==> src/rsig_pkg.sv <==
package rsig_pkg;

    // Defaults for the top-level parameters
    localparam int DEF_MAX_TARGETS  = 64;
    localparam int DEF_SCOPE_CENTER = 512;

    // Field and datapath widths
    localparam int ADDR_W     = 5;
    localparam int DATA_W     = 32;
    localparam int LEVEL_W    = 10;
    localparam int RADIUS_W   = 32;
    localparam int SLOT_W     = 6;
    localparam int COORD_W    = 16;               // Q12.4 target offset
    localparam int POS_W      = 10;               // trace position and beam codes
    localparam int DIFF_W     = POS_W + 1;        // signed difference of two codes
    localparam int FRAC_W     = 4;                // Q.4 fraction bits
    localparam int BEAM_OFS_W = DIFF_W + FRAC_W;  // beam offset in Q11.4
    localparam int SUM_W      = COORD_W + 1;      // beam offset plus target offset
    localparam int MAG_W      = SUM_W - 1;        // magnitude always fits here
    localparam int SQ_W       = 2 * MAG_W;
    localparam int DIST_W     = SQ_W + 1;
    localparam int WORD_W     = 16;

    // Point classification constants
    localparam logic [DIFF_W-1:0]        TRACE_OFFSET   = DIFF_W'(512);
    localparam logic signed [DIFF_W-1:0] TRACE_MIN_EXCL = DIFF_W'(2);
    localparam logic [POS_W-1:0]         TICK_MASK      = POS_W'(16'h003F);
    localparam logic [WORD_W-1:0]        LEVEL_MASK     = 16'h0FFF;
    localparam logic [WORD_W-1:0]        WORD_PREFIX    = 16'hF000;

    // Item kinds
    localparam logic KIND_LOAD  = 1'b0;
    localparam logic KIND_SWEEP = 1'b1;

    // Register map, word index
    typedef enum logic [2:0] {
        REG_SCALE  = 3'd0,
        REG_DIM    = 3'd1,
        REG_BLANK  = 3'd2,
        REG_BLIP   = 3'd3,
        REG_RADIUS = 3'd4
    } cfg_reg_t;

    localparam logic [LEVEL_W-1:0]  RST_SCALE  = 10'd470;
    localparam logic [LEVEL_W-1:0]  RST_DIM    = 10'd512;
    localparam logic [LEVEL_W-1:0]  RST_BLANK  = 10'd1023;
    localparam logic [LEVEL_W-1:0]  RST_BLIP   = 10'd0;
    localparam logic [RADIUS_W-1:0] RST_RADIUS = 32'd5138;

    typedef struct packed {
        logic [LEVEL_W-1:0]  scale_intensity;
        logic [LEVEL_W-1:0]  dim_intensity;
        logic [LEVEL_W-1:0]  blank_intensity;
        logic [LEVEL_W-1:0]  blip_intensity;
        logic [RADIUS_W-1:0] blip_radius_sq;
    } cfg_t;

    // One target table entry
    typedef struct packed {
        logic                      active;
        logic signed [COORD_W-1:0] x;
        logic signed [COORD_W-1:0] y;
    } target_entry_t;

    // Status from the distance unit back to the sequencer
    typedef struct packed {
        logic pipe_busy;
        logic hit_vld;
        logic hit;
    } dist_status_t;

    // Intensity level to DAC command word
    function automatic logic [WORD_W-1:0] dac_word_of(input logic [LEVEL_W-1:0] level);
        return ((WORD_W'(level) << 2) & LEVEL_MASK) | WORD_PREFIX;
    endfunction

endpackage

==> src/rsig_cfg_regs.sv <==
module rsig_cfg_regs (
    input  logic                          clk,
    input  logic                          rst_n,
    input  logic                          psel,
    input  logic                          penable,
    input  logic                          pwrite,
    input  logic [rsig_pkg::ADDR_W-1:0]   paddr,
    input  logic [rsig_pkg::DATA_W-1:0]   pwdata,
    output logic [rsig_pkg::DATA_W-1:0]   prdata,
    output logic                          pready,
    output rsig_pkg::cfg_t                cfg
);
    import rsig_pkg::*;

    cfg_t     cfg_reg;
    cfg_t     cfg_next;
    cfg_reg_t reg_idx;
    logic     wr_beat;

    assign reg_idx = cfg_reg_t'(paddr[ADDR_W-1:2]);
    assign wr_beat = psel && penable && pwrite && pready;
    assign pready  = 1'b1;
    assign cfg     = cfg_reg;

    // Register write decode
    always_comb
    begin
        cfg_next = cfg_reg;
        if (wr_beat)
        begin
            unique case (reg_idx)
                REG_SCALE:  cfg_next.scale_intensity = pwdata[LEVEL_W-1:0];
                REG_DIM:    cfg_next.dim_intensity   = pwdata[LEVEL_W-1:0];
                REG_BLANK:  cfg_next.blank_intensity = pwdata[LEVEL_W-1:0];
                REG_BLIP:   cfg_next.blip_intensity  = pwdata[LEVEL_W-1:0];
                REG_RADIUS: cfg_next.blip_radius_sq  = pwdata[RADIUS_W-1:0];
                default:    cfg_next = cfg_reg;
            endcase
        end
    end

    always_ff @(posedge clk or negedge rst_n)
    begin
        if (!rst_n)
        begin
            cfg_reg.scale_intensity <= RST_SCALE;
            cfg_reg.dim_intensity   <= RST_DIM;
            cfg_reg.blank_intensity <= RST_BLANK;
            cfg_reg.blip_intensity  <= RST_BLIP;
            cfg_reg.blip_radius_sq  <= RST_RADIUS;
        end
        else
        begin
            cfg_reg <= cfg_next;
        end
    end

    // Read-back mux
    always_comb
    begin
        unique case (reg_idx)
            REG_SCALE:  prdata = DATA_W'(cfg_reg.scale_intensity);
            REG_DIM:    prdata = DATA_W'(cfg_reg.dim_intensity);
            REG_BLANK:  prdata = DATA_W'(cfg_reg.blank_intensity);
            REG_BLIP:   prdata = DATA_W'(cfg_reg.blip_intensity);
            REG_RADIUS: prdata = DATA_W'(cfg_reg.blip_radius_sq);
            default:    prdata = '0;
        endcase
    end

endmodule

==> src/rsig_target_mem.sv <==
module rsig_target_mem #(
    parameter int DEPTH = rsig_pkg::DEF_MAX_TARGETS,
    parameter int IDX_W = (DEPTH > 1) ? $clog2(DEPTH) : 1
) (
    input  logic                    clk,
    input  logic                    wr_en,
    input  logic [IDX_W-1:0]        wr_idx,
    input  rsig_pkg::target_entry_t wr_data,
    input  logic                    rd_en,
    input  logic [IDX_W-1:0]        rd_idx,
    output rsig_pkg::target_entry_t rd_data
);
    import rsig_pkg::*;

    target_entry_t mem [DEPTH];
    target_entry_t rd_data_reg;

    // One write port, one registered read port
    always_ff @(posedge clk)
    begin
        if (wr_en)
        begin
            mem[wr_idx] <= wr_data;
        end
        if (rd_en)
        begin
            rd_data_reg <= mem[rd_idx];
        end
    end

    assign rd_data = rd_data_reg;

endmodule

==> src/rsig_dist_unit.sv <==
module rsig_dist_unit (
    input  logic                                     clk,
    input  logic                                     rst_n,
    input  logic                                     in_vld,
    input  logic signed [rsig_pkg::BEAM_OFS_W-1:0]   beam_dx,
    input  logic signed [rsig_pkg::BEAM_OFS_W-1:0]   beam_dy,
    input  rsig_pkg::target_entry_t                  entry,
    input  logic [rsig_pkg::RADIUS_W-1:0]            radius_sq,
    output rsig_pkg::dist_status_t                   status
);
    import rsig_pkg::*;

    logic signed [SUM_W-1:0] sum_x;
    logic signed [SUM_W-1:0] sum_y;
    logic [MAG_W-1:0]        mag_x_next;
    logic [MAG_W-1:0]        mag_y_next;
    logic [DIST_W-1:0]       dist_next;

    logic              a_vld_reg;
    logic [MAG_W-1:0]  a_mag_x_reg;
    logic [MAG_W-1:0]  a_mag_y_reg;
    logic              b_vld_reg;
    logic [SQ_W-1:0]   b_sq_x_reg;
    logic [SQ_W-1:0]   b_sq_y_reg;
    logic              c_vld_reg;
    logic              c_hit_reg;

    // Stage A: offsets and magnitudes
    assign sum_x      = SUM_W'(beam_dx) + SUM_W'(entry.x);
    assign sum_y      = SUM_W'(beam_dy) - SUM_W'(entry.y);
    assign mag_x_next = sum_x[SUM_W-1] ? MAG_W'(-sum_x) : MAG_W'(sum_x);
    assign mag_y_next = sum_y[SUM_W-1] ? MAG_W'(-sum_y) : MAG_W'(sum_y);

    // Stage C: squared distance against the radius
    assign dist_next = DIST_W'(b_sq_x_reg) + DIST_W'(b_sq_y_reg);

    always_ff @(posedge clk or negedge rst_n)
    begin
        if (!rst_n)
        begin
            a_vld_reg <= 1'b0;
            b_vld_reg <= 1'b0;
            c_vld_reg <= 1'b0;
        end
        else
        begin
            a_vld_reg <= in_vld && entry.active;
            b_vld_reg <= a_vld_reg;
            c_vld_reg <= b_vld_reg;
        end
    end

    // Datapath registers
    always_ff @(posedge clk)
    begin
        a_mag_x_reg <= mag_x_next;
        a_mag_y_reg <= mag_y_next;
        b_sq_x_reg  <= SQ_W'(a_mag_x_reg) * SQ_W'(a_mag_x_reg);
        b_sq_y_reg  <= SQ_W'(a_mag_y_reg) * SQ_W'(a_mag_y_reg);
        c_hit_reg   <= dist_next < DIST_W'(radius_sq);
    end

    assign status.pipe_busy = a_vld_reg || b_vld_reg || c_vld_reg;
    assign status.hit_vld   = c_vld_reg;
    assign status.hit       = c_hit_reg;

endmodule

==> src/radar_scope_intensity_gen_core.sv <==
// A load beat writes its table slot, busy stays low; a blanked sweep point gives its result
// in the cycle after it is taken. Any other point scans all MAX_TARGETS slots, one a cycle,
// through the shared distance pipeline; result and busy drop come together once the pipeline
// holds no active slot, so later when the last slots are active.
// Throughput: loads and blanked points one a cycle while idle; a scanned point holds busy.
// Reset: control and cfg registers to reset values, busy high clearing the table; no stall.
module radar_scope_intensity_gen_core #(
    parameter int MAX_TARGETS  = rsig_pkg::DEF_MAX_TARGETS,
    parameter int SCOPE_CENTER = rsig_pkg::DEF_SCOPE_CENTER
) (
    input  logic                                 clk,
    input  logic                                 rst_n,
    input  logic                                 start,
    output logic                                 busy,
    input  logic                                 kind,
    input  logic [rsig_pkg::SLOT_W-1:0]          target_slot,
    input  logic                                 target_active,
    input  logic signed [rsig_pkg::COORD_W-1:0]  target_x,
    input  logic signed [rsig_pkg::COORD_W-1:0]  target_y,
    input  logic [rsig_pkg::POS_W-1:0]           trace_pos,
    input  logic [rsig_pkg::POS_W-1:0]           beam_x,
    input  logic [rsig_pkg::POS_W-1:0]           beam_y,
    output logic                                 done,
    output logic [rsig_pkg::WORD_W-1:0]          dac_word,
    output logic                                 blip_hit,
    input  logic                                 psel,
    input  logic                                 penable,
    input  logic                                 pwrite,
    input  logic [rsig_pkg::ADDR_W-1:0]          paddr,
    input  logic [rsig_pkg::DATA_W-1:0]          pwdata,
    output logic [rsig_pkg::DATA_W-1:0]          prdata,
    output logic                                 pready
);
    import rsig_pkg::*;

    localparam int IDX_W = (MAX_TARGETS > 1) ? $clog2(MAX_TARGETS) : 1;
    localparam logic [IDX_W-1:0]  LAST_IDX = IDX_W'(MAX_TARGETS - 1);
    localparam logic [DIFF_W-1:0] CENTER_C = DIFF_W'(SCOPE_CENTER);

    typedef enum logic [3:0] {
        S_CLEAR = 4'b0001,
        S_IDLE  = 4'b0010,
        S_SCAN  = 4'b0100,
        S_DRAIN = 4'b1000
    } state_t;

    state_t                   state_reg;
    state_t                   state_next;
    logic [IDX_W-1:0]         idx_reg;
    logic [IDX_W-1:0]         idx_next;
    logic                     rd_vld_reg;
    logic                     rd_vld_next;
    logic                     hit_acc_reg;
    logic                     hit_acc_next;
    logic                     done_reg;
    logic                     done_next;
    logic signed [BEAM_OFS_W-1:0] dx_reg;
    logic signed [BEAM_OFS_W-1:0] dx_next;
    logic signed [BEAM_OFS_W-1:0] dy_reg;
    logic signed [BEAM_OFS_W-1:0] dy_next;
    logic                     tick_reg;
    logic                     tick_next;
    logic [WORD_W-1:0]        dac_word_reg;
    logic [WORD_W-1:0]        dac_word_next;
    logic                     blip_hit_reg;
    logic                     blip_hit_next;

    logic                     accept;
    logic signed [DIFF_W-1:0] r_pos;
    logic                     blanked;
    logic                     slot_ok;
    logic                     scan_hit;
    logic [LEVEL_W-1:0]       trace_level;

    cfg_t                     cfg;
    dist_status_t             dist_st;
    logic                     mem_wr_en;
    logic [IDX_W-1:0]         mem_wr_idx;
    target_entry_t            mem_wr_data;
    logic                     mem_rd_en;
    target_entry_t            mem_rd_data;

    // Configuration registers
    rsig_cfg_regs u_cfg (
        .clk     (clk),
        .rst_n   (rst_n),
        .psel    (psel),
        .penable (penable),
        .pwrite  (pwrite),
        .paddr   (paddr),
        .pwdata  (pwdata),
        .prdata  (prdata),
        .pready  (pready),
        .cfg     (cfg)
    );

    // Target table
    rsig_target_mem #(
        .DEPTH (MAX_TARGETS),
        .IDX_W (IDX_W)
    ) u_mem (
        .clk     (clk),
        .wr_en   (mem_wr_en),
        .wr_idx  (mem_wr_idx),
        .wr_data (mem_wr_data),
        .rd_en   (mem_rd_en),
        .rd_idx  (idx_reg),
        .rd_data (mem_rd_data)
    );

    // Shared distance pipeline
    rsig_dist_unit u_dist (
        .clk       (clk),
        .rst_n     (rst_n),
        .in_vld    (rd_vld_reg),
        .beam_dx   (dx_reg),
        .beam_dy   (dy_reg),
        .entry     (mem_rd_data),
        .radius_sq (cfg.blip_radius_sq),
        .status    (dist_st)
    );

    // Point classification
    assign accept   = start && !busy;
    assign r_pos    = signed'({1'b0, trace_pos} - TRACE_OFFSET);
    assign blanked  = r_pos <= TRACE_MIN_EXCL;
    assign slot_ok  = 32'(target_slot) < 32'(MAX_TARGETS);
    assign scan_hit = hit_acc_reg || (dist_st.hit_vld && dist_st.hit);
    assign trace_level = tick_reg ? cfg.scale_intensity : cfg.dim_intensity;

    // Table write port: clearing sweep or load beat
    always_comb
    begin
        mem_wr_en   = 1'b0;
        mem_wr_idx  = idx_reg;
        mem_wr_data = '0;
        if (state_reg == S_CLEAR)
        begin
            mem_wr_en = 1'b1;
        end
        else if (accept && kind == KIND_LOAD && slot_ok)
        begin
            mem_wr_en          = 1'b1;
            mem_wr_idx         = IDX_W'(target_slot);
            mem_wr_data.active = target_active;
            mem_wr_data.x      = target_x;
            mem_wr_data.y      = target_y;
        end
    end

    assign mem_rd_en = state_reg == S_SCAN;

    // Sequencer
    always_comb
    begin
        state_next    = state_reg;
        idx_next      = idx_reg;
        rd_vld_next   = state_reg == S_SCAN;
        hit_acc_next  = hit_acc_reg;
        done_next     = 1'b0;
        dx_next       = dx_reg;
        dy_next       = dy_reg;
        tick_next     = tick_reg;
        dac_word_next = dac_word_reg;
        blip_hit_next = blip_hit_reg;
        unique case (state_reg)
            S_CLEAR:
            begin
                idx_next = idx_reg + 1'b1;
                if (idx_reg == LAST_IDX)
                begin
                    idx_next   = '0;
                    state_next = S_IDLE;
                end
            end
            S_IDLE:
            begin
                if (accept && kind == KIND_SWEEP)
                begin
                    dx_next      = {signed'({1'b0, beam_x} - CENTER_C), FRAC_W'(0)};
                    dy_next      = {signed'({1'b0, beam_y} - CENTER_C), FRAC_W'(0)};
                    tick_next    = (r_pos[POS_W-1:0] & TICK_MASK) == '0;
                    hit_acc_next = 1'b0;
                    idx_next     = '0;
                    if (blanked)
                    begin
                        done_next     = 1'b1;
                        dac_word_next = dac_word_of(cfg.blank_intensity);
                        blip_hit_next = 1'b0;
                    end
                    else
                    begin
                        state_next = S_SCAN;
                    end
                end
            end
            S_SCAN:
            begin
                hit_acc_next = scan_hit;
                idx_next     = idx_reg + 1'b1;
                if (idx_reg == LAST_IDX)
                begin
                    idx_next   = '0;
                    state_next = S_DRAIN;
                end
            end
            S_DRAIN:
            begin
                hit_acc_next = scan_hit;
                if (!rd_vld_reg && !dist_st.pipe_busy)
                begin
                    state_next    = S_IDLE;
                    done_next     = 1'b1;
                    blip_hit_next = hit_acc_reg;
                    dac_word_next = dac_word_of(hit_acc_reg ? cfg.blip_intensity
                                                            : trace_level);
                end
            end
            default:
            begin
                state_next = S_IDLE;
            end
        endcase
    end

    // Control registers
    always_ff @(posedge clk or negedge rst_n)
    begin
        if (!rst_n)
        begin
            state_reg   <= S_CLEAR;
            idx_reg     <= '0;
            rd_vld_reg  <= 1'b0;
            hit_acc_reg <= 1'b0;
            done_reg    <= 1'b0;
        end
        else
        begin
            state_reg   <= state_next;
            idx_reg     <= idx_next;
            rd_vld_reg  <= rd_vld_next;
            hit_acc_reg <= hit_acc_next;
            done_reg    <= done_next;
        end
    end

    // Payload registers
    always_ff @(posedge clk)
    begin
        dx_reg       <= dx_next;
        dy_reg       <= dy_next;
        tick_reg     <= tick_next;
        dac_word_reg <= dac_word_next;
        blip_hit_reg <= blip_hit_next;
    end

    assign busy     = state_reg != S_IDLE;
    assign done     = done_reg;
    assign dac_word = dac_word_reg;
    assign blip_hit = blip_hit_reg;

    // A load beat never produces a result
    a_load_no_result: assert property (
        @(posedge clk) disable iff (!rst_n)
        (accept && kind == KIND_LOAD) |=> !done
    ) else $error("result strobe after a load beat");

    // A blanked point answers in the next cycle, without a blip
    a_blank_fast: assert property (
        @(posedge clk) disable iff (!rst_n)
        (accept && kind == KIND_SWEEP && blanked) |=> (done && !blip_hit)
    ) else $error("blanked point not answered in one cycle");

    // The result strobe only comes while the block is idle
    a_done_idle: assert property (
        @(posedge clk) disable iff (!rst_n)
        done |-> !busy
    ) else $error("result strobe while busy");

endmodule
==> config.mk <==
export PLATFORM = sky130hd
export DESIGN_NAME = radar_scope_intensity_gen_core
export DESIGN_NICKNAME = d
export VERILOG_FILES = /design/src/rsig_pkg.sv /design/src/rsig_cfg_regs.sv /design/src/rsig_target_mem.sv /design/src/rsig_dist_unit.sv /design/src/radar_scope_intensity_gen_core.sv
export SDC_FILE = /design/constraint.sdc
export NUM_CORES = 2
export LEC_CHECK = 0
export ABC_AREA = 1
export BUFFER_PORTS_ARGS = -buffer_cell sky130_fd_sc_hd__clkbuf_2
export CORE_AREA = 2 2 563 565
export DETAILED_ROUTE_END_ITERATION = 6
export DIE_AREA = 0 0 565 567
export PLACE_DENSITY_LB_ADDON = 0.15
export SYNTH_ARGS = -nofsm -noshare
export SYNTH_HDL_FRONTEND = slang
export SYNTH_SLANG_ARGS = --single-unit
==> constraint.sdc <==
create_clock -name clk -period 11.7 [get_ports clk]
set_input_delay 0.585 -clock clk [delete_from_list [all_inputs] [get_ports clk]]
set_output_delay 0.585 -clock clk [all_outputs]
set_load 0.05 [all_outputs]
After elaboration in Yosys (flattened, before gate mapping)
Memories as Yosys holds them, arrays and structs flattened. A register that Yosys moved wholly into a read port is not among the register bits.
Cells that the tools add are included.
{"block": "op_classes", "n_addsub": 9, "n_mul": 2, "div_mod_pow": 0, "n_lt_le_gt_ge": 2, "n_eq_ne": 16, "n_shift": 0, "n_mux": 36, "bitwise_logic": 1, "reduce_logical": 31}
{"operator": "32-bit one-hot mux with 5 select lines", "n": 1}
{"operator": "16-bit two-way mux", "n": 5}
{"operator": "33-bit two-way mux", "n": 2}
{"operator": "16-bit by 16-bit multiplier with 32-bit output", "n": 2}
{"operator": "32-bit by 32-bit adder with 33-bit output", "n": 1}
{"operator": "33-bit by 32-bit less-than comparator with 1-bit output", "n": 1}
{"operator": "10-bit by 10-bit subtractor with 11-bit output (second input constant)", "n": 3}
{"operator": "16-bit negator", "n": 2}
{"operator": "16-bit one-hot mux with 2 select lines", "n": 1}
{"operator": "6-bit two-way mux", "n": 4}
{"operator": "10-bit two-way mux", "n": 2}
{"operator": "4-bit two-way mux", "n": 5}
{"operator": "15-bit by 16-bit adder with 17-bit output", "n": 1}
{"operator": "15-bit by 16-bit subtractor with 17-bit output", "n": 1}
{"operator": "4-bit one-hot mux with 4 select lines", "n": 1}
{"operator": "2-bit AND reduction", "n": 8}
{"operator": "6-bit one-hot mux with 2 select lines", "n": 1}
{"operator": "11-bit by 3-bit <= comparator with 1-bit output (second input constant)", "n": 1}
{"operator": "1-bit two-way mux", "n": 11}
{"operator": "10-bit logical NOT", "n": 1}
{"operator": "1-bit logical AND", "n": 8}
{"operator": "2-bit inequality test (second input constant)", "n": 4}
{"operator": "6-bit by 1-bit adder with 6-bit output (second input constant)", "n": 1}
{"operator": "3-bit by 2-bit equality test with 1-bit output (second input constant)", "n": 2}
{"operator": "other kinds (18)", "n": 28}
{"block": "word_totals", "ff_bits": 225, "latchBits": 0, "ram_bits": 2112, "mem_bits_ro": 0, "output_inout_bits": 52, "elab_cells": 121, "mem_count": 1}
{"memory": "u_mem.mem", "depth": 64, "width": 33, "rd": 1, "rd_clocked_by_memory_dff": 1, "write_ports": 1, "line_no": "rsig_target_mem.sv:15", "source": "target_entry_t mem [DEPTH];"}

Logic depth before layout (Yosys ltp)
{"block": "logic_depth", "word_depth": 8, "depth_mapped": 31}

Modules after synthesis
A second synthesis with hierarchy kept.
{"block": "unflattened", "hier_cells": 10628, "area_unflattened_um2": 113835.4}
{"module": "rsig_target_mem", "instances": 1, "cells_per_inst": 6980, "area_each_um2": 86045.0, "seq_area_each_um2": 64411.8}
{"module": "rsig_dist_unit", "instances": 1, "cells_per_inst": 2908, "area_each_um2": 21881.0, "seq_area_each_um2": 1976.9}
{"module": "rsig_cfg_regs", "instances": 1, "cells_per_inst": 442, "area_each_um2": 3450.8, "seq_area_each_um2": 1828.0}
{"module": "radar_scope_intensity_gen_core", "instances": 1, "cells_per_inst": 298, "area_each_um2": 2458.6, "seq_area_each_um2": 1287.5}

Worst setup path before layout
Ideal clock, no wire load.
{"block": "synth_path", "path_kind": "flip-flop to flip-flop", "from": "register state_reg[2]", "to": "memory u_mem.mem[32][0] (netlist bit), enable pin", "setup_ns": 0.506, "t_arrival_ns": 4.977, "required_time_ns": 11.194, "setup_slack_ns": 6.217, "stages_incl_launch_ff": 9, "n_path_buf": 1, "period_less_slack_ns": 5.483, "path_cell_list": "dfrtp_1 -> nor2_2 -> nand3_2 -> inv_2 -> nand3b_4 -> buf_2 -> o21ai_4 -> inv_2 -> nor4_1"}
{"block": "synth_via", "elab_chain_len": 8, "elab_cells_between_ends": 11, "classes_between": "2 x eq/ne; 6 x mux; 3 x reduce/logical"}
{"item": "start: declaration", "line_no": "radar_scope_intensity_gen_core.sv:47", "source": "state_t state_reg;"}
{"item": "start signal: assignment", "line_no": "radar_scope_intensity_gen_core.sv:239", "source": "state_reg <= state_next;"}
{"item": "4-bit by 2-bit inequality test with 1-bit output (*)", "line_no": "radar_scope_intensity_gen_core.sv:257", "source": "assign busy = state_reg != S_IDLE;"}
{"item": "net busy", "line_no": "radar_scope_intensity_gen_core.sv:14", "source": "output logic busy,"}
{"item": "1-bit logical NOT (*)", "line_no": "radar_scope_intensity_gen_core.sv:124", "source": "assign accept = start && !busy;"}
{"item": "1-bit logical AND (*)", "line_no": "radar_scope_intensity_gen_core.sv:124"}
{"item": "1-bit logical AND (*)", "line_no": "radar_scope_intensity_gen_core.sv:141", "source": "else if (accept && kind == KIND_LOAD && slot_ok)"}
{"item": "1-bit two-way mux", "line_no": "radar_scope_intensity_gen_core.sv:141"}
{"item": "1-bit two-way mux", "line_no": "radar_scope_intensity_gen_core.sv:137", "source": "if (state_reg == S_CLEAR)"}
{"item": "1-bit two-way mux", "line_no": "rsig_target_mem.sv:21", "source": "if (wr_en)"}
{"item": "1-bit two-way mux (implied by the code)", "line_no": "rsig_target_mem.sv:23", "source": "mem[wr_idx] <= wr_data;"}
{"item": "end: declaration", "line_no": "rsig_target_mem.sv:15"}
Mark *: on every way through the listed nets, which the timed path passes. The rest lies on a longest branch.

Worst setup path in the final report
{"block": "layout_path", "from": "register u_dist.a_mag_x_reg[12]", "to": "register u_dist.b_sq_x_reg[29]"}
{"block": "layout_via", "elab_chain_len": 1}
{"item": "start: declaration", "line_no": "rsig_dist_unit.sv:20", "source": "logic [MAG_W-1:0] a_mag_x_reg;"}
{"item": "start signal: assignment", "line_no": "rsig_dist_unit.sv:56", "source": "a_mag_x_reg <= mag_x_next;"}
{"item": "16-bit by 16-bit multiplier with 32-bit output", "line_no": "rsig_dist_unit.sv:58", "source": "b_sq_x_reg <= SQ_W'(a_mag_x_reg) * SQ_W'(a_mag_x_reg);"}
{"item": "end signal: assignment", "line_no": "rsig_dist_unit.sv:58"}
{"item": "end: declaration", "line_no": "rsig_dist_unit.sv:23", "source": "logic [SQ_W-1:0] b_sq_x_reg;"}
Every way passes these cells.
A chain may end at the register's enable or synchronous reset.

==> flow_summary_export.csv <==
group,metric,value,unit
routing,drc,0,
clock_tree,cts-htree-levels,4,
die,core.rowCount,206,
final_layout,largest_reg_flops,2112,
timing,finalClockSkew,0.125,ns
critical_path,crit_buf_inv,4,
die,dieArea,320000,um2
critical_path,slowest_stage,"dfxtp_1",
grt,grt_antenna_before_repair,27,
clock_tree,clk_pin_slew,0.06,ns
timing,tns,0,ns
routing,ant_nets,0,
yosys,synth_cell_types,52,
clock_tree,cts_max_path_buffers,4,
job,drv_cap,0,
yosys,synth-edff-count,2177,
yosys,yosysWarnings,0,
clock_tree,cts-root-buf,"clkbuf_16",
routing,dr.first_iter.drc_count,6926,
final_layout,final_nets,10200,
die,initial_core_util,34.9,%
grt,grt_usage,20.7,%
timing,hold_viol_final,0,
routing,wl_per_cell,24.4,um
clock_tree,cts_sinks,2360,
placement,portBuffers,155,
critical_path,worstSetupStartpointType,"register",
timing,timing.slew.headroom,21.9,%
routing,dr_total_vias,73200,
grt,grt-ovfl-total,0,
routing,routed_wl,339,mm
timing,final.period_utilization,52.6,%
timing,fmax,162,MHz
yosys,ys_seq_elements,2360,
timing,fin_crit,6.16,ns
hold_path,hold_path_class,"in2reg",
critical_path,worstSetupPathType,"reg2reg",
timing,max_slew.worst_pin.slew,1.17,ns
grt,grt_pass1_vias,72800,
clock_tree,cts_resized,0,
yosys,syn_area,110000,um2
yosys,avgSynthCellArea,11.6,um2
placement,dp_hpwl,190,mm
grt,grt_pass1_wl,491,mm
grt,grt_max_degree,239,
final_layout,fin_util,39.5,%
timing,setup_viol_count_final,0,
clock_tree,post_cts_buffers,0,
critical_path,cp.arrival,6.89,ns
clock_tree,cts_buffers,248,
critical_path,crit_top_cell,"fa_1",
critical_path,path_delay_family,"adder cells",
critical_path,crit_path_cell_trace,"nand2_1 -> fa_1 -> inv_1 -> fa_1 -> fa_1 -> fa_1 -> fa_1 -> inv_1 -> fa_1 -> inv_1 -> ha_1 -> nand2_1 -> nor2_1 -> inv_1 -> nor3_1 -> nand4_1 -> nand3_1 -> nand3_1 -> nand2_1 -> nand2_1 -> nand3_1 -> nand2_1",
yosys,ys_async_sr_fraction,3.73,%
critical_path,required,12.43,ns
die,ios,165,
die,die_w,565,um
outcome,status,"completed",
final_layout,drive_above_1_share,8.65,%
clock_tree,cts_tree,"done",
final_layout,fin_area,124000,um2
critical_path,cp_max_fo,16,
placement,place_congestion,0.821,
yosys,seq_area_frac_synth,63.4,%
die,die_h,567,um
clock_tree,insertion_delay,0.95,ns
yosys,syn_inst,9417,
final_layout,fin_cells,13900,
timing,rsz0062_at_grt,"false",
timing,slew_violations,0,
final_layout,synthToLayoutAreaGrowth,13.2,%
placement,dpl_cell_area,116000,um2
routing,viasPerCell,5.28,
placement,post-place-cells,13400,
critical_path,slowest_delay,0.98,ns
yosys,ys.flop_type,"edfxtp_1",
critical_path,endpoint_kind,"register",
die,core,314000,um2
routing,dr.pass1.iters,5,
area by class of cell:
type | instances | area, um2
clock inverter | 139 | 1310
inverter | 853 | 3230
clock buffer | 313 | 6590
tap | 4160 | 5200
multi-input combinational | 5669 | 35500
antenna | 7 | 17.5
sequential | 2360 | 69500
fill | 29900 | 190000
timing repair buffer | 376 | 2670
worst paths after layout:
| check | slack (ns) | cells past startpoint | from | endpoint |
|---|---|---|---|---|
| worst max-delay path | 5.54 | 22 | u_dist.a_mag_x_reg[12]$_DFF_P_ | u_dist.b_sq_x_reg[29]$_DFF_P_ |
| worst min-delay path | 0.05 | 1 | beam_x[8] | dx_reg[12]$_DFFE_PP_ |
| worst max register to register | 5.54 | 22 | u_dist.a_mag_x_reg[12]$_DFF_P_ | u_dist.b_sq_x_reg[29]$_DFF_P_ |
| worst min register to register | 0.38 | 0 | u_dist.a_vld_reg$_DFF_PN0_ | u_dist.b_vld_reg$_DFF_PN0_ |
| max in group asynchronous | 10.17 | 3 | rst_n | idx_reg[4]$_DFFE_PN0P_ |
| min in group asynchronous | 0.18 | 2 | rst_n | u_cfg.cfg[8]$_DFFE_PN0P_ |
cells in the mapped netlist, types with 2 or more instances:
cell type  number  share of area (%)
buf_1          21              0.072
a31oi_1        14              0.080
a21boi_0        5              0.034
nand4_2         6              0.068
dfstp_2        22               0.53
o21ai_2         2              0.016
dfxtp_1        95                1.7
nor3_1         47               0.21
o21bai_1       17               0.12
a221oi_1       12              0.096
nand3_1       322                1.5
ha_1          292                3.3
o21ai_1         8              0.037
o211ai_1       68               0.47
buf_4          12              0.082
a211oi_1        4              0.027
inv_1         842                2.9
nand2_1       965                3.3
xnor2_1        46               0.37
a21o_1          6              0.041
o221ai_1      203                1.6
nor4_1         10              0.057
o31ai_1         2              0.014
or2_2           5              0.029
a21oi_1       222                1.0
inv_2           8              0.027
clkinv_1        3              0.010
o22ai_1       326                1.9
nand2_2         2              0.011
edfxtp_1     2177                 60
o21a_1          3              0.021
conb_1          2             0.0069
nand4_1        54               0.31
o21ai_0      1240                5.7
nor2_1       1353                4.6
buf_2          79               0.36
fa_1          325                5.9
dfrtp_1        66                1.5
nand3_2         2              0.018
xor2_1         88               0.70
a31o_2          4              0.032
clkbuf_1      427                1.5
logic make-up (layout without fill, tap and decap cells):
family | after synthesis | count (layout) | synth area share (%)
DFF | 2360 | 2360 | 63.4
and+or+nand+nor | 2771 | 2771 | 10.2
other | 2 | 14 | 0.00685
adders and majority gates | 617 | 617 | 9.27
xor gates and xnor gates | 134 | 134 | 1.07
AOI/OAI and AO/OA | 2140 | 2140 | 11.2
buffers and inverters | 1393 | 1681 | 4.91
layer usage:
metal  global-route usage [%]  part of all wire [%]
met1                     27.4                    43
met4                     6.61                   3.2
met5                        0                0.0068
met3                     2.13                   4.8
met2                     35.6                    49
metrics by stage:
stage,hold WS [ns],worst slack [ns]
floorplan,0.289,6.22
detailed placement,0.367,5.52
global placement,0.358,5.48
finish,0.0472,5.54
global route,0.0249,5.19
CTS,0.00110,5.49
timing repair:
| action | in CTS | in global routing |
|---|---|---|
| setup endpoints to repair | 0 | 0 |
| hold buffers | 51 | 0 |
| endpoints found under the hold margin | 90 | 0 |
placed cells by master, fill, tap and decap left out, types with 44 or more instances in the layout:
master	synthesis	routed
clkbuf_1	427	55
xnor2_1	46	46
ha_1	292	292
dlygate4sd3_1	0	51
clkbuf_2	0	155
buf_4	12	163
inv_1	842	839
clkinv_2	0	45
xor2_1	88	88
nand4_1	54	54
dfxtp_1	95	95
o22ai_1	326	326
clkinv_1	3	49
o221ai_1	203	203
o21ai_0	1240	1240
nor3_1	47	44
fa_1	325	325
clkbuf_16	0	252
nor2_1	1353	1261
o211ai_1	68	68
nand3_1	322	322
nand2_1	965	965
nor2_4	0	91
a21oi_1	222	222
edfxtp_1	2177	2177
dfrtp_1	66	62
Power is left out: the tool's default activity adds up to more than one toggle a clock period on the data nets, which glitch-free logic cannot reach.
